## config.mk

```make
export PLATFORM = sky130hd
export DESIGN_NAME = wav_header_parser_flat
export DESIGN_NICKNAME = d
export VERILOG_FILES = /design/src/hdl/wavhp_pkg.sv /design/src/hdl/wavhp_ifs.sv /design/src/hdl/wavhp_assembler.sv /design/src/hdl/wavhp_divider.sv /design/src/hdl/wav_header_parser.sv /design/src/flat_wrapper.sv
export SDC_FILE = /design/constraint.sdc
export NUM_CORES = 1
export LEC_CHECK = 0
export BUFFER_PORTS_ARGS = -buffer_cell sky130_fd_sc_hd__buf_2
export CORE_MARGIN = 3
export CORE_UTILIZATION = 40
export CTS_BUF_LIST = sky130_fd_sc_hd__clkbuf_8
export DETAILED_ROUTE_END_ITERATION = 6
export MAX_ROUTING_LAYER = met4
export SETUP_SLACK_MARGIN = 0.02
export SLEW_MARGIN = 20
export SYNTH_ARGS = -nofsm -noshare
export SYNTH_HDL_FRONTEND = slang
export SYNTH_SLANG_ARGS = --single-unit
export TNS_END_PERCENT = 10
```

## constraint.sdc

```tcl
create_clock -name i_clk -period 13.5 [get_ports i_clk]
set_input_delay 2.025 -clock i_clk [delete_from_list [all_inputs] [get_ports i_clk]]
set_output_delay 2.025 -clock i_clk [all_outputs]
set_load 0.005 [all_outputs]
```

## src/hdl/wavhp_pkg.sv

```systemverilog
`timescale 1ns / 1ps
`default_nettype none

package wavhp_pkg;

    localparam int HEADER_LEN = 44;
    localparam int NUM_FIELDS = 13;

    localparam logic [5:0] LAST_POS = 6'(HEADER_LEN - 1);

    // first byte of each header field
    localparam logic [5:0] FLD_START [NUM_FIELDS] = '{
        6'd0, 6'd4, 6'd8, 6'd12, 6'd16, 6'd20, 6'd22,
        6'd24, 6'd28, 6'd32, 6'd34, 6'd36, 6'd40
    };

    // offset of the final byte within each field
    localparam logic [1:0] FLD_LAST_K [NUM_FIELDS] = '{
        2'd3, 2'd3, 2'd3, 2'd3, 2'd3, 2'd1, 2'd1,
        2'd3, 2'd3, 2'd1, 2'd1, 2'd3, 2'd3
    };

    // bit 7: tag, low bits give the status code; otherwise the store slot
    localparam logic [7:0] FLD_KIND [NUM_FIELDS] = '{
        8'h81, 8'h00, 8'h82, 8'h83, 8'h01, 8'h02, 8'h03,
        8'h04, 8'h05, 8'h06, 8'h07, 8'h84, 8'h08
    };

    localparam logic [31:0] TAG_RIFF = 32'h5249_4646;
    localparam logic [31:0] TAG_WAVE = 32'h5741_5645;
    localparam logic [31:0] TAG_FMT  = 32'h666D_7420;
    localparam logic [31:0] TAG_DATA = 32'h6461_7461;

    typedef enum logic [2:0] {
        ST_OK       = 3'd0,
        ST_BAD_RIFF = 3'd1,
        ST_BAD_WAVE = 3'd2,
        ST_BAD_FMT  = 3'd3,
        ST_BAD_DATA = 3'd4,
        ST_ZERO_DIV = 3'd5
    } t_status;

    typedef enum logic [3:0] {
        SLOT_RIFF_SIZE  = 4'd0,
        SLOT_FMT_SIZE   = 4'd1,
        SLOT_FORMAT_TAG = 4'd2,
        SLOT_CHANNELS   = 4'd3,
        SLOT_SAMPLE_RT  = 4'd4,
        SLOT_BYTE_RT    = 4'd5,
        SLOT_BLK_ALIGN  = 4'd6,
        SLOT_BITS       = 4'd7,
        SLOT_DATA_SIZE  = 4'd8
    } t_slot;

    typedef enum logic [2:0] {
        S_IDLE,
        S_EVAL,
        S_DIV1,
        S_DIV2,
        S_OUT
    } t_state;

    typedef struct packed {
        t_status     err;
        logic [31:0] riff_size;
        logic [31:0] fmt_chunk_size;
        logic [15:0] format_tag;
        logic [15:0] channel_count;
        logic [31:0] frame_rate;
        logic [31:0] bytes_per_sec;
        logic [15:0] block_align;
        logic [15:0] bits_per_sample;
        logic [31:0] data_bytes;
    } t_hdr;

    typedef struct packed {
        t_status     status;
        logic [31:0] fmt_chunk_size;
        logic [15:0] format_tag;
        logic [15:0] channel_count;
        logic [31:0] frame_rate;
        logic [31:0] bytes_per_sec;
        logic [15:0] block_align;
        logic [15:0] bits_per_sample;
        logic [31:0] data_bytes;
        logic [31:0] file_size;
        logic [31:0] sample_count;
    } t_result;

    function automatic logic [3:0] field_index(input logic [5:0] pos);
        logic [3:0] f;
        f = 4'd0;
        for (int i = 0; i < NUM_FIELDS; i++) begin
            if (pos >= FLD_START[i]) begin
                f = 4'(i);
            end
        end
        return f;
    endfunction

    function automatic logic [31:0] tag_value(input t_status code);
        logic [31:0] v;
        unique case (code)
            ST_BAD_RIFF: v = TAG_RIFF;
            ST_BAD_WAVE: v = TAG_WAVE;
            ST_BAD_FMT:  v = TAG_FMT;
            ST_BAD_DATA: v = TAG_DATA;
            default:     v = 32'd0;
        endcase
        return v;
    endfunction

endpackage

`default_nettype wire

```

## src/hdl/wavhp_ifs.sv

```systemverilog
`timescale 1ns / 1ps
`default_nettype none

interface wavhp_in_if;
    logic       valid;
    logic       ready;
    logic [7:0] header_byte;
    logic       start_req;

    modport source (output valid, header_byte, start_req, input ready);
    modport sink   (input valid, header_byte, start_req, output ready);
endinterface

interface wavhp_out_if;
    logic        valid;
    logic        ready;
    logic [2:0]  status;
    logic [31:0] fmt_chunk_size;
    logic [15:0] format_tag;
    logic [15:0] channel_count;
    logic [31:0] frame_rate;
    logic [31:0] bytes_per_sec;
    logic [15:0] block_align;
    logic [15:0] bits_per_sample;
    logic [31:0] data_bytes;
    logic [31:0] file_size;
    logic [31:0] sample_count;

    modport source (
        output valid, status, fmt_chunk_size, format_tag, channel_count, frame_rate,
               bytes_per_sec, block_align, bits_per_sample, data_bytes, file_size,
               sample_count,
        input  ready
    );
    modport sink (
        input  valid, status, fmt_chunk_size, format_tag, channel_count, frame_rate,
               bytes_per_sec, block_align, bits_per_sample, data_bytes, file_size,
               sample_count,
        output ready
    );
endinterface

`default_nettype wire

```

## src/hdl/wavhp_assembler.sv

```systemverilog
`timescale 1ns / 1ps
`default_nettype none

module wavhp_assembler
    import wavhp_pkg::*;
(
    input  wire logic       i_clk,
    input  wire logic       i_rst_n,
    input  wire logic       i_accept,
    input  wire logic [7:0] i_byte,
    input  wire logic       i_start,
    input  wire logic       i_big_endian,
    output logic            o_last,
    output t_hdr            o_hdr
);

    logic [5:0]  r_pos,    n_pos;
    logic        r_active, n_active;
    logic [31:0] r_word,   n_word;
    t_status     r_err,    n_err;
    t_hdr        r_hdr,    n_hdr;

    logic        act;
    logic [5:0]  pos;
    logic [31:0] word_base;
    t_status     err_base;
    logic [3:0]  fidx;
    logic [5:0]  k_full;
    logic [1:0]  k;
    logic [7:0]  kind;
    logic        field_end;
    t_status     code;

    always_comb begin
        act       = i_accept && (i_start || r_active);
        pos       = i_start ? 6'd0 : r_pos;
        word_base = i_start ? 32'd0 : r_word;
        err_base  = i_start ? ST_OK : r_err;
        fidx      = field_index(pos);
        k_full    = pos - FLD_START[fidx];
        k         = k_full[1:0];
        kind      = FLD_KIND[fidx];
        field_end = (k == FLD_LAST_K[fidx]);
        code      = t_status'(kind[2:0]);

        n_pos    = r_pos;
        n_active = r_active;
        n_word   = r_word;
        n_err    = r_err;
        n_hdr    = r_hdr;
        o_last   = 1'b0;

        if (act) begin
            n_word = (k == 2'd0) ? 32'd0 : word_base;
            // tags are always msb first
            if (kind[7] || i_big_endian) begin
                n_word = {n_word[23:0], i_byte};
            end else begin
                n_word = n_word | ({24'd0, i_byte} << {k, 3'b000});
            end

            n_err = err_base;
            if (field_end) begin
                if (kind[7]) begin
                    if (n_word != tag_value(code) && err_base == ST_OK) begin
                        n_err = code;
                    end
                end else begin
                    unique case (t_slot'(kind[3:0]))
                        SLOT_RIFF_SIZE:  n_hdr.riff_size       = n_word;
                        SLOT_FMT_SIZE:   n_hdr.fmt_chunk_size  = n_word;
                        SLOT_FORMAT_TAG: n_hdr.format_tag      = n_word[15:0];
                        SLOT_CHANNELS:   n_hdr.channel_count   = n_word[15:0];
                        SLOT_SAMPLE_RT:  n_hdr.frame_rate      = n_word;
                        SLOT_BYTE_RT:    n_hdr.bytes_per_sec   = n_word;
                        SLOT_BLK_ALIGN:  n_hdr.block_align     = n_word[15:0];
                        SLOT_BITS:       n_hdr.bits_per_sample = n_word[15:0];
                        SLOT_DATA_SIZE:  n_hdr.data_bytes      = n_word;
                        default: ;
                    endcase
                end
            end

            if (pos == LAST_POS) begin
                n_pos    = 6'd0;
                n_active = 1'b0;
                o_last   = 1'b1;
            end else begin
                n_pos    = pos + 6'd1;
                n_active = 1'b1;
            end
        end
        n_hdr.err = n_err;
    end

    always_ff @(posedge i_clk) begin
        if (!i_rst_n) begin
            r_pos    <= 6'd0;
            r_active <= 1'b0;
            r_word   <= 32'd0;
            r_err    <= ST_OK;
            r_hdr    <= '0;
        end else begin
            r_pos    <= n_pos;
            r_active <= n_active;
            r_word   <= n_word;
            r_err    <= n_err;
            r_hdr    <= n_hdr;
        end
    end

    assign o_hdr = r_hdr;

endmodule

`default_nettype wire

```

## src/hdl/wavhp_divider.sv

```systemverilog
`timescale 1ns / 1ps
`default_nettype none

module wavhp_divider
    import wavhp_pkg::*;
(
    input  wire logic        i_clk,
    input  wire logic        i_rst_n,
    input  wire logic        i_start,
    input  wire logic [31:0] i_dividend,
    input  wire logic [15:0] i_divisor,
    output logic             o_done,
    output logic [31:0]      o_quotient
);

    logic        r_busy, n_busy;
    logic        r_done, n_done;
    logic [4:0]  r_cnt,  n_cnt;
    logic [15:0] r_rem,  n_rem;
    logic [31:0] r_quo,  n_quo;
    logic [15:0] r_div,  n_div;

    logic [16:0] rem_sh;
    logic [16:0] diff;
    logic        ge;

    // restoring division, one quotient bit per cycle
    always_comb begin
        rem_sh = {r_rem, r_quo[31]};
        diff   = rem_sh - {1'b0, r_div};
        ge     = (rem_sh >= {1'b0, r_div});

        n_busy = r_busy;
        n_done = 1'b0;
        n_cnt  = r_cnt;
        n_rem  = r_rem;
        n_quo  = r_quo;
        n_div  = r_div;

        if (i_start) begin
            n_busy = 1'b1;
            n_cnt  = 5'd31;
            n_rem  = 16'd0;
            n_quo  = i_dividend;
            n_div  = i_divisor;
        end else if (r_busy) begin
            n_rem = ge ? diff[15:0] : rem_sh[15:0];
            n_quo = {r_quo[30:0], ge};
            n_cnt = r_cnt - 5'd1;
            if (r_cnt == 5'd0) begin
                n_busy = 1'b0;
                n_done = 1'b1;
            end
        end
    end

    always_ff @(posedge i_clk) begin
        if (!i_rst_n) begin
            r_busy <= 1'b0;
            r_done <= 1'b0;
            r_cnt  <= 5'd0;
        end else begin
            r_busy <= n_busy;
            r_done <= n_done;
            r_cnt  <= n_cnt;
        end
        r_rem <= n_rem;
        r_quo <= n_quo;
        r_div <= n_div;
    end

    assign o_done     = r_done;
    assign o_quotient = r_quo;

endmodule

`default_nettype wire

```

## src/hdl/wav_header_parser.sv

```systemverilog
`timescale 1ns / 1ps
`default_nettype none

// Parses a canonical 44-byte RIFF/WAVE header that arrives one byte per request
// on i_in; a request with start_req set is byte 0 of a new header and drops any
// header in progress, and bytes outside a header are taken and ignored. The input
// stays ready for header bytes 0 to 42; after byte 43 it is held off while the
// result is built: S_EVAL settles the status, then, for a good header, S_DIV1 and
// S_DIV2 run two passes of the shared one-bit-per-cycle divider for data size /
// channels / (bits per sample / 8), then S_OUT loads the output register once
// o_out is free; an error status goes from S_EVAL straight to S_OUT.
// A result left waiting on o_out holds the input off only once the next header
// is complete. Tags are always compared msb first; numeric fields follow
// i_cfg_wr_data (1: msb first), which is to be written while the block is idle.
// On any error status every numeric field of the result is zero.
module wav_header_parser
    import wavhp_pkg::*;
(
    input  wire logic  i_clk,
    input  wire logic  i_rst_n,
    input  wire logic  i_cfg_wr_en,
    input  wire logic  i_cfg_wr_data,
    wavhp_in_if.sink   i_in,
    wavhp_out_if.source o_out
);

    t_state      r_state, n_state;
    logic        r_big_endian;
    t_status     r_status, n_status;
    logic        r_out_valid, n_out_valid;
    t_result     r_out, n_out;

    logic        accept;
    logic        last;
    t_hdr        hdr;
    logic        div_start;
    logic [31:0] div_dividend;
    logic [15:0] div_divisor;
    logic        div_done;
    logic [31:0] div_quo;
    logic        load_out;
    logic        out_free;
    t_status     eval_status;

    assign accept   = i_in.valid && i_in.ready;
    assign out_free = !r_out_valid || o_out.ready;

    wavhp_assembler u_asm (
        .i_clk        (i_clk),
        .i_rst_n      (i_rst_n),
        .i_accept     (accept),
        .i_byte       (i_in.header_byte),
        .i_start      (i_in.start_req),
        .i_big_endian (r_big_endian),
        .o_last       (last),
        .o_hdr        (hdr)
    );

    wavhp_divider u_div (
        .i_clk      (i_clk),
        .i_rst_n    (i_rst_n),
        .i_start    (div_start),
        .i_dividend (div_dividend),
        .i_divisor  (div_divisor),
        .o_done     (div_done),
        .o_quotient (div_quo)
    );

    always_comb begin
        eval_status = hdr.err;
        if (hdr.err == ST_OK &&
            (hdr.channel_count == 16'd0 || hdr.bits_per_sample[15:3] == 13'd0)) begin
            eval_status = ST_ZERO_DIV;
        end
    end

    // next state
    always_comb begin
        n_state = r_state;
        unique case (r_state)
            S_IDLE: if (last) n_state = S_EVAL;
            S_EVAL: n_state = (eval_status == ST_OK) ? S_DIV1 : S_OUT;
            S_DIV1: if (div_done) n_state = S_DIV2;
            S_DIV2: if (div_done) n_state = S_OUT;
            S_OUT:  if (out_free) n_state = S_IDLE;
            default: n_state = S_IDLE;
        endcase
    end

    // state outputs
    always_comb begin
        i_in.ready   = 1'b0;
        div_start    = 1'b0;
        div_dividend = hdr.data_bytes;
        div_divisor  = hdr.channel_count;
        load_out     = 1'b0;
        n_status     = r_status;
        unique case (r_state)
            S_IDLE: i_in.ready = 1'b1;
            S_EVAL: begin
                n_status  = eval_status;
                div_start = (eval_status == ST_OK);
            end
            S_DIV1: begin
                // second pass divides the first quotient by whole bytes per sample
                div_start    = div_done;
                div_dividend = div_quo;
                div_divisor  = {3'd0, hdr.bits_per_sample[15:3]};
            end
            S_DIV2: ;
            S_OUT:  load_out = out_free;
            default: ;
        endcase
    end

    always_comb begin
        n_out_valid = r_out_valid;
        n_out       = r_out;
        if (r_out_valid && o_out.ready) begin
            n_out_valid = 1'b0;
        end
        if (load_out) begin
            n_out_valid = 1'b1;
            n_out       = '0;
            n_out.status = r_status;
            if (r_status == ST_OK) begin
                n_out.fmt_chunk_size  = hdr.fmt_chunk_size;
                n_out.format_tag      = hdr.format_tag;
                n_out.channel_count   = hdr.channel_count;
                n_out.frame_rate      = hdr.frame_rate;
                n_out.bytes_per_sec   = hdr.bytes_per_sec;
                n_out.block_align     = hdr.block_align;
                n_out.bits_per_sample = hdr.bits_per_sample;
                n_out.data_bytes      = hdr.data_bytes;
                n_out.file_size       = hdr.riff_size + 32'd8;
                n_out.sample_count    = div_quo;
            end
        end
    end

    always_ff @(posedge i_clk) begin
        if (!i_rst_n) begin
            r_state      <= S_IDLE;
            r_big_endian <= 1'b0;
            r_status     <= ST_OK;
            r_out_valid  <= 1'b0;
        end else begin
            r_state     <= n_state;
            r_status    <= n_status;
            r_out_valid <= n_out_valid;
            if (i_cfg_wr_en) begin
                r_big_endian <= i_cfg_wr_data;
            end
        end
        r_out <= n_out;
    end

    assign o_out.valid           = r_out_valid;
    assign o_out.status          = r_out.status;
    assign o_out.fmt_chunk_size  = r_out.fmt_chunk_size;
    assign o_out.format_tag      = r_out.format_tag;
    assign o_out.channel_count   = r_out.channel_count;
    assign o_out.frame_rate      = r_out.frame_rate;
    assign o_out.bytes_per_sec   = r_out.bytes_per_sec;
    assign o_out.block_align     = r_out.block_align;
    assign o_out.bits_per_sample = r_out.bits_per_sample;
    assign o_out.data_bytes      = r_out.data_bytes;
    assign o_out.file_size       = r_out.file_size;
    assign o_out.sample_count    = r_out.sample_count;

endmodule

`default_nettype wire

```

## src/flat_wrapper.sv

```systemverilog
// flat-port wrapper written by rule: the top's interface ports become plain ports
module wav_header_parser_flat import wavhp_pkg::*;
  (i_clk, i_rst_n, i_cfg_wr_en, i_cfg_wr_data, i_in_valid, i_in_header_byte, i_in_start_req, i_in_ready, o_out_valid, o_out_status, o_out_fmt_chunk_size, o_out_format_tag, o_out_channel_count, o_out_frame_rate, o_out_bytes_per_sec, o_out_block_align, o_out_bits_per_sample, o_out_data_bytes, o_out_file_size, o_out_sample_count, o_out_ready);
  wavhp_in_if i_in_i ();
  wavhp_out_if o_out_i ();
  input  wire logic i_clk;
  input  wire logic i_rst_n;
  input  wire logic i_cfg_wr_en;
  input  wire logic i_cfg_wr_data;
  input wire logic [$bits(i_in_i.valid)-1:0] i_in_valid;
  input wire logic [$bits(i_in_i.header_byte)-1:0] i_in_header_byte;
  input wire logic [$bits(i_in_i.start_req)-1:0] i_in_start_req;
  output wire logic [$bits(i_in_i.ready)-1:0] i_in_ready;
  output wire logic [$bits(o_out_i.valid)-1:0] o_out_valid;
  output wire logic [$bits(o_out_i.status)-1:0] o_out_status;
  output wire logic [$bits(o_out_i.fmt_chunk_size)-1:0] o_out_fmt_chunk_size;
  output wire logic [$bits(o_out_i.format_tag)-1:0] o_out_format_tag;
  output wire logic [$bits(o_out_i.channel_count)-1:0] o_out_channel_count;
  output wire logic [$bits(o_out_i.frame_rate)-1:0] o_out_frame_rate;
  output wire logic [$bits(o_out_i.bytes_per_sec)-1:0] o_out_bytes_per_sec;
  output wire logic [$bits(o_out_i.block_align)-1:0] o_out_block_align;
  output wire logic [$bits(o_out_i.bits_per_sample)-1:0] o_out_bits_per_sample;
  output wire logic [$bits(o_out_i.data_bytes)-1:0] o_out_data_bytes;
  output wire logic [$bits(o_out_i.file_size)-1:0] o_out_file_size;
  output wire logic [$bits(o_out_i.sample_count)-1:0] o_out_sample_count;
  input wire logic [$bits(o_out_i.ready)-1:0] o_out_ready;
  assign i_in_i.valid = i_in_valid;
  assign i_in_i.header_byte = i_in_header_byte;
  assign i_in_i.start_req = i_in_start_req;
  assign i_in_ready = i_in_i.ready;
  assign o_out_valid = o_out_i.valid;
  assign o_out_status = o_out_i.status;
  assign o_out_fmt_chunk_size = o_out_i.fmt_chunk_size;
  assign o_out_format_tag = o_out_i.format_tag;
  assign o_out_channel_count = o_out_i.channel_count;
  assign o_out_frame_rate = o_out_i.frame_rate;
  assign o_out_bytes_per_sec = o_out_i.bytes_per_sec;
  assign o_out_block_align = o_out_i.block_align;
  assign o_out_bits_per_sample = o_out_i.bits_per_sample;
  assign o_out_data_bytes = o_out_i.data_bytes;
  assign o_out_file_size = o_out_i.file_size;
  assign o_out_sample_count = o_out_i.sample_count;
  assign o_out_i.ready = o_out_ready;
  wav_header_parser u_core (.i_clk(i_clk), .i_rst_n(i_rst_n), .i_cfg_wr_en(i_cfg_wr_en), .i_cfg_wr_data(i_cfg_wr_data), .i_in(i_in_i), .o_out(o_out_i));
endmodule
```

==> impl.org <==
** Clocking
- Clock tree from TritonCTS :: done
- Clk buf depth :: 3
- H-tree level count :: 3
- The number of hold buffers added after CTS was 0.
- The tree built by TritonCTS fans out to 604 sinks.
- Clock-pin slew was measured on the worst setup and hold paths at 0.06 ns.
- In this run, post-CTS repair resized a total of 0 instances.
- The later pin in the worst-skew pair is clocked with a latency of 0.71 ns.
- Clock root cell :: clkbuf_8
- Inserted Clock Buffers :: 99
- Buffers inserted by post-CTS timing repair :: 0

** Cells and area
- Area growth from synthesis to final layout :: 17.13%
- After routing the design area is 29080 um2.
- The post-route netlist has 22.19% of its cells at a drive strength greater than 1.
- The net count of the finished layout is 2481.

** Yosys
- The synthesized design contains 307 enable-type register cells.
- The number of different library cells used by synthesis comes to 87.
- After synthesis the cells add up to 24830 um2.
- Mapped Nets :: 2230
- The synthesized design spends more area on one cell type than any other, namely edfxtp_1.
- Post-synthesis cell count :: 2191
- Cell types with the largest area share after synthesis :: edfxtp_1 37%, dfxtp_1 24%, a211oi_1 7.2%, and2_1 5.9%, nor2_1 5.2%
- Yosys printed 0 warnings.
- Register bit total from synthesis :: 604
- The commonest cells after synthesis are 347 x nor2_1, 307 x edfxtp_1, 297 x dfxtp_1, 237 x a211oi_1, 234 x and2_1.
- For this run, asynchronously set or reset flops after synthesis account for 0%.
- Sequential elements use 61.08% of the synthesized area.
- Avg Inst Size Synth :: 11.33 um2
- Summed over its instances, the top area cell type makes up 37.13% of the synthesized netlist area.
- Among all cell types in the netlist, the one instantiated most often is nor2_1.
- In the synthesized netlist the dominant register cell turns out to be edfxtp_1.

** Worst setup path
- The largest single stage delay on the critical path is 0.60 ns.
- Critical Path, Cell by Cell :: buf_2 > inv_2 > o21ai_0 > inv_1 > ha_1 > nor4_2 > a21o_1 > buf_4 > nand2b_1 > a21oi_2 > nand4_1 > or4_1 > nor4_2 > nand4_1 > a32o_1
- Of all nets on the critical path, the largest fanout is 31.
- Kind of cell adding the most delay to the critical path :: simple AND/OR/NAND/NOR gates
- Req. time, crit path :: 14.07 ns
- Worst endpoint data arrival time :: 6.91 ns
- The critical path contains buffers and inverters numbering 4 combined.
- The worst setup path is captured at a flop.
- The worst setup path is of the input pin to flop kind.
- Among all stages on the critical path, the largest delay is contributed by a21oi_2.
- STA classifies the critical path startpoint as an input pin.

** Global route
- The first global-routing pass estimated 106200 um of wire.
- After global routing the overflow that remains totals 0.
- Via count of the first global-routing pass :: 17050
- Antenna violations before repair :: 5
- Entering global routing, the biggest net connects 182 pins.
- Global routing used 22.30% of the available tracks across all layers.

** Placed design
- OpenSTA, run right after detailed placement, puts the worst setup slack at 6.512 ns.
- Number of I/O port buffers :: 275
- Total cell area at the placement stage :: 27060 um2
- Summed over all nets, the half-perimeter wirelength after detailed placement is 47320 um.
- GPL Wtd Cong :: 0.8904

** Die
- Top-Level Pins :: 276
- The total area inside the core boundary comes to 60920 um2.
- Measured along the x axis, the die boundary spans 255.1 um.
- DIE AREA :: 65090 um2
- The floorplan step set the die height to 255.1 um.
- The initialized floorplan defines 90 standard-cell rows.
- Once the floorplan was initialized, standard cells occupied 40.75% of the core.

** Power and ir drop
- Ratio of total power to cell area :: 124.2 nW/um2
- Total leakage power :: 9.892 nW
- VDD IR max :: 0.07220 mV

** Run
- The tool flagged a number of max-cap violations equal to 0.

** Drt
- Routed vias :: 17440
- Post-DR wirelength/cell :: 21.26 um
- After detailed routing, the number of remaining DRC violations is 0.
- In this run the remaining antenna-violating nets after routing total 0.
- Detailed Routing Iterations Pass 1 :: 5
- For this block, the initial DRC count from the detailed router was 1192.
- After detailed routing, the number of vias per cell comes to 5.196.
- WL final :: 71360 um

** Timing
- Hold Fails Final Rpt :: 0
- Timing would allow up to 157.6 MHz.
- Setup repair after global routing left no endpoint under its margin.
- Clock skew on the completed layout was measured at 0.03926 ns.
- For the pin with the worst max-slew slack, the measured transition is 1.122 ns.
- Of the available clock period, the critical path in the final layout requires 46.99%.
- Final critical-path required period :: 6.344 ns
- Normalized max-slew margin :: 25.11%
- Setup total negative slack on the finished layout was measured at 0 ns.
- Setup violations remaining at the end of the flow were counted as 0.
- The number of max-slew violations in the final report is 0.
- Worst setup slack after layout :: 7.156 ns

** Run status
- The flow ran to the end, and the final reports show no timing, DRC or antenna violations.

** Worst hold path
- In this run the worst hold path is classified as flop to flop.
==> per-layer routing <==
layer | vias to the layer above | share of wire [%] | global-route usage, %
met3 | 102 | 5.0 | 3.963
met4 | 0 | 2.4 | 6.907
met2 | 449 | 49 | 36.43
li1 | 8392 | - | -
met1 | 8500 | 44 | 28.36
met5 | - | 0 | -
==> per-stage QoR <==
stage	power (mW)	utilization, %	cells	hold WS [ns]
global placement	2.082	44.37	3166	0.4618
finish	3.612	47.73	3357	0.4652
floorplan	2.045	-	2191	0.4417
detailed placement	2.085	44.42	3167	0.4671
global route	3.753	47.73	3357	0.4834
CTS	3.653	47.64	3354	0.4715
==> kinds of logic after synthesis <==
| group | count (synthesis) | synth area share [%] |
|---|---|---|
| mux | 109 | 4.732 |
| fa+ha+maj | 24 | 1.240 |
| flops | 604 | 61.08 |
| xor+xnor | 42 | 1.482 |
| buf+inv | 202 | 3.225 |
| compound gates | 418 | 12.13 |
| simple gates | 792 | 16.12 |
==> where the power goes <==
group	internal (mW)	switching, mW	total, mW
combinational	0.0358	0.0758	0.112
sequential	1.92	0.0132	1.94
clock	0.827	0.738	1.56
==> worst paths after layout <==
kind,start,endpoint,slack [ns],depth (start not counted)
setup reg to reg,u_core.u_asm.r_pos[5]$_SDFFE_PN0P_,u_core.u_asm.o_hdr[226]$_SDFFE_PN0P_,8.02,17
hold reg to reg,u_core.u_asm.o_hdr[224]$_SDFFE_PN0P_,u_core.r_status[0]$_SDFFE_PN0N_,0.47,2
hold / removal,u_core.u_asm.o_hdr[224]$_SDFFE_PN0P_,u_core.r_status[0]$_SDFFE_PN0N_,0.47,2
setup / recovery,i_in_start_req,u_core.u_asm.o_hdr[226]$_SDFFE_PN0P_,7.16,15
==> state kept, by name, summed over array words and instances, names as in the netlist, 5 cells and up <==
signal	flops
u_core.u_asm.r_word	32
u_core.u_asm.o_hdr	227
u_core.o_out.format_tag	16
u_core.u_asm.r_pos	6
u_core.o_out.file_size	32
u_core.o_out.channel_count	16
u_core.o_out.data_bytes	32
u_core.o_out.sample_count	32
u_core.u_div.o_quotient	32
u_core.u_div.r_cnt	5
u_core.u_div.r_div	16
u_core.o_out.bits_per_sample	16
u_core.o_out.frame_rate	32
u_core.o_out.bytes_per_sec	32
u_core.o_out.fmt_chunk_size	32
u_core.o_out.block_align	16
u_core.u_div.r_rem	16
==> layout by cell type (no fill, tap or decap), drive strengths merged, types with 12 or more instances in the layout <==
cell	instances
o21ai	17
xor2	29
mux2	61
clkbuf	113
nand3	12
clkinv	22
nor3	25
nor4	14
and2	234
mux2i	48
xnor2	13
dfxtp	297
inv	82
edfxtp	307
buf	316
nand4	19
nand2	61
a211oi	239
a22oi	16
ha	23
nor2	348
nor2b	14
a21oi	83
==> area by class of cell <==
type | instances | area [um2]
clock inverter | 74 | 406.6
multi-input combinational | 1385 | 9029
inverter | 36 | 142.6
fill | 5597 | 31840
clock buffer | 113 | 1555
sequential | 604 | 15160
antenna | 1 | 2.502
timing repair buffer | 316 | 1744
tap | 828 | 1036
==> tightest hold or removal path: cells and delay by family, from the launching register on <==
kind,cells,cell delay [ns]
compound gates,1,0.05
buf+inv,1,0.06
flops,1,0.34
(Power assumes the default switching activity.)
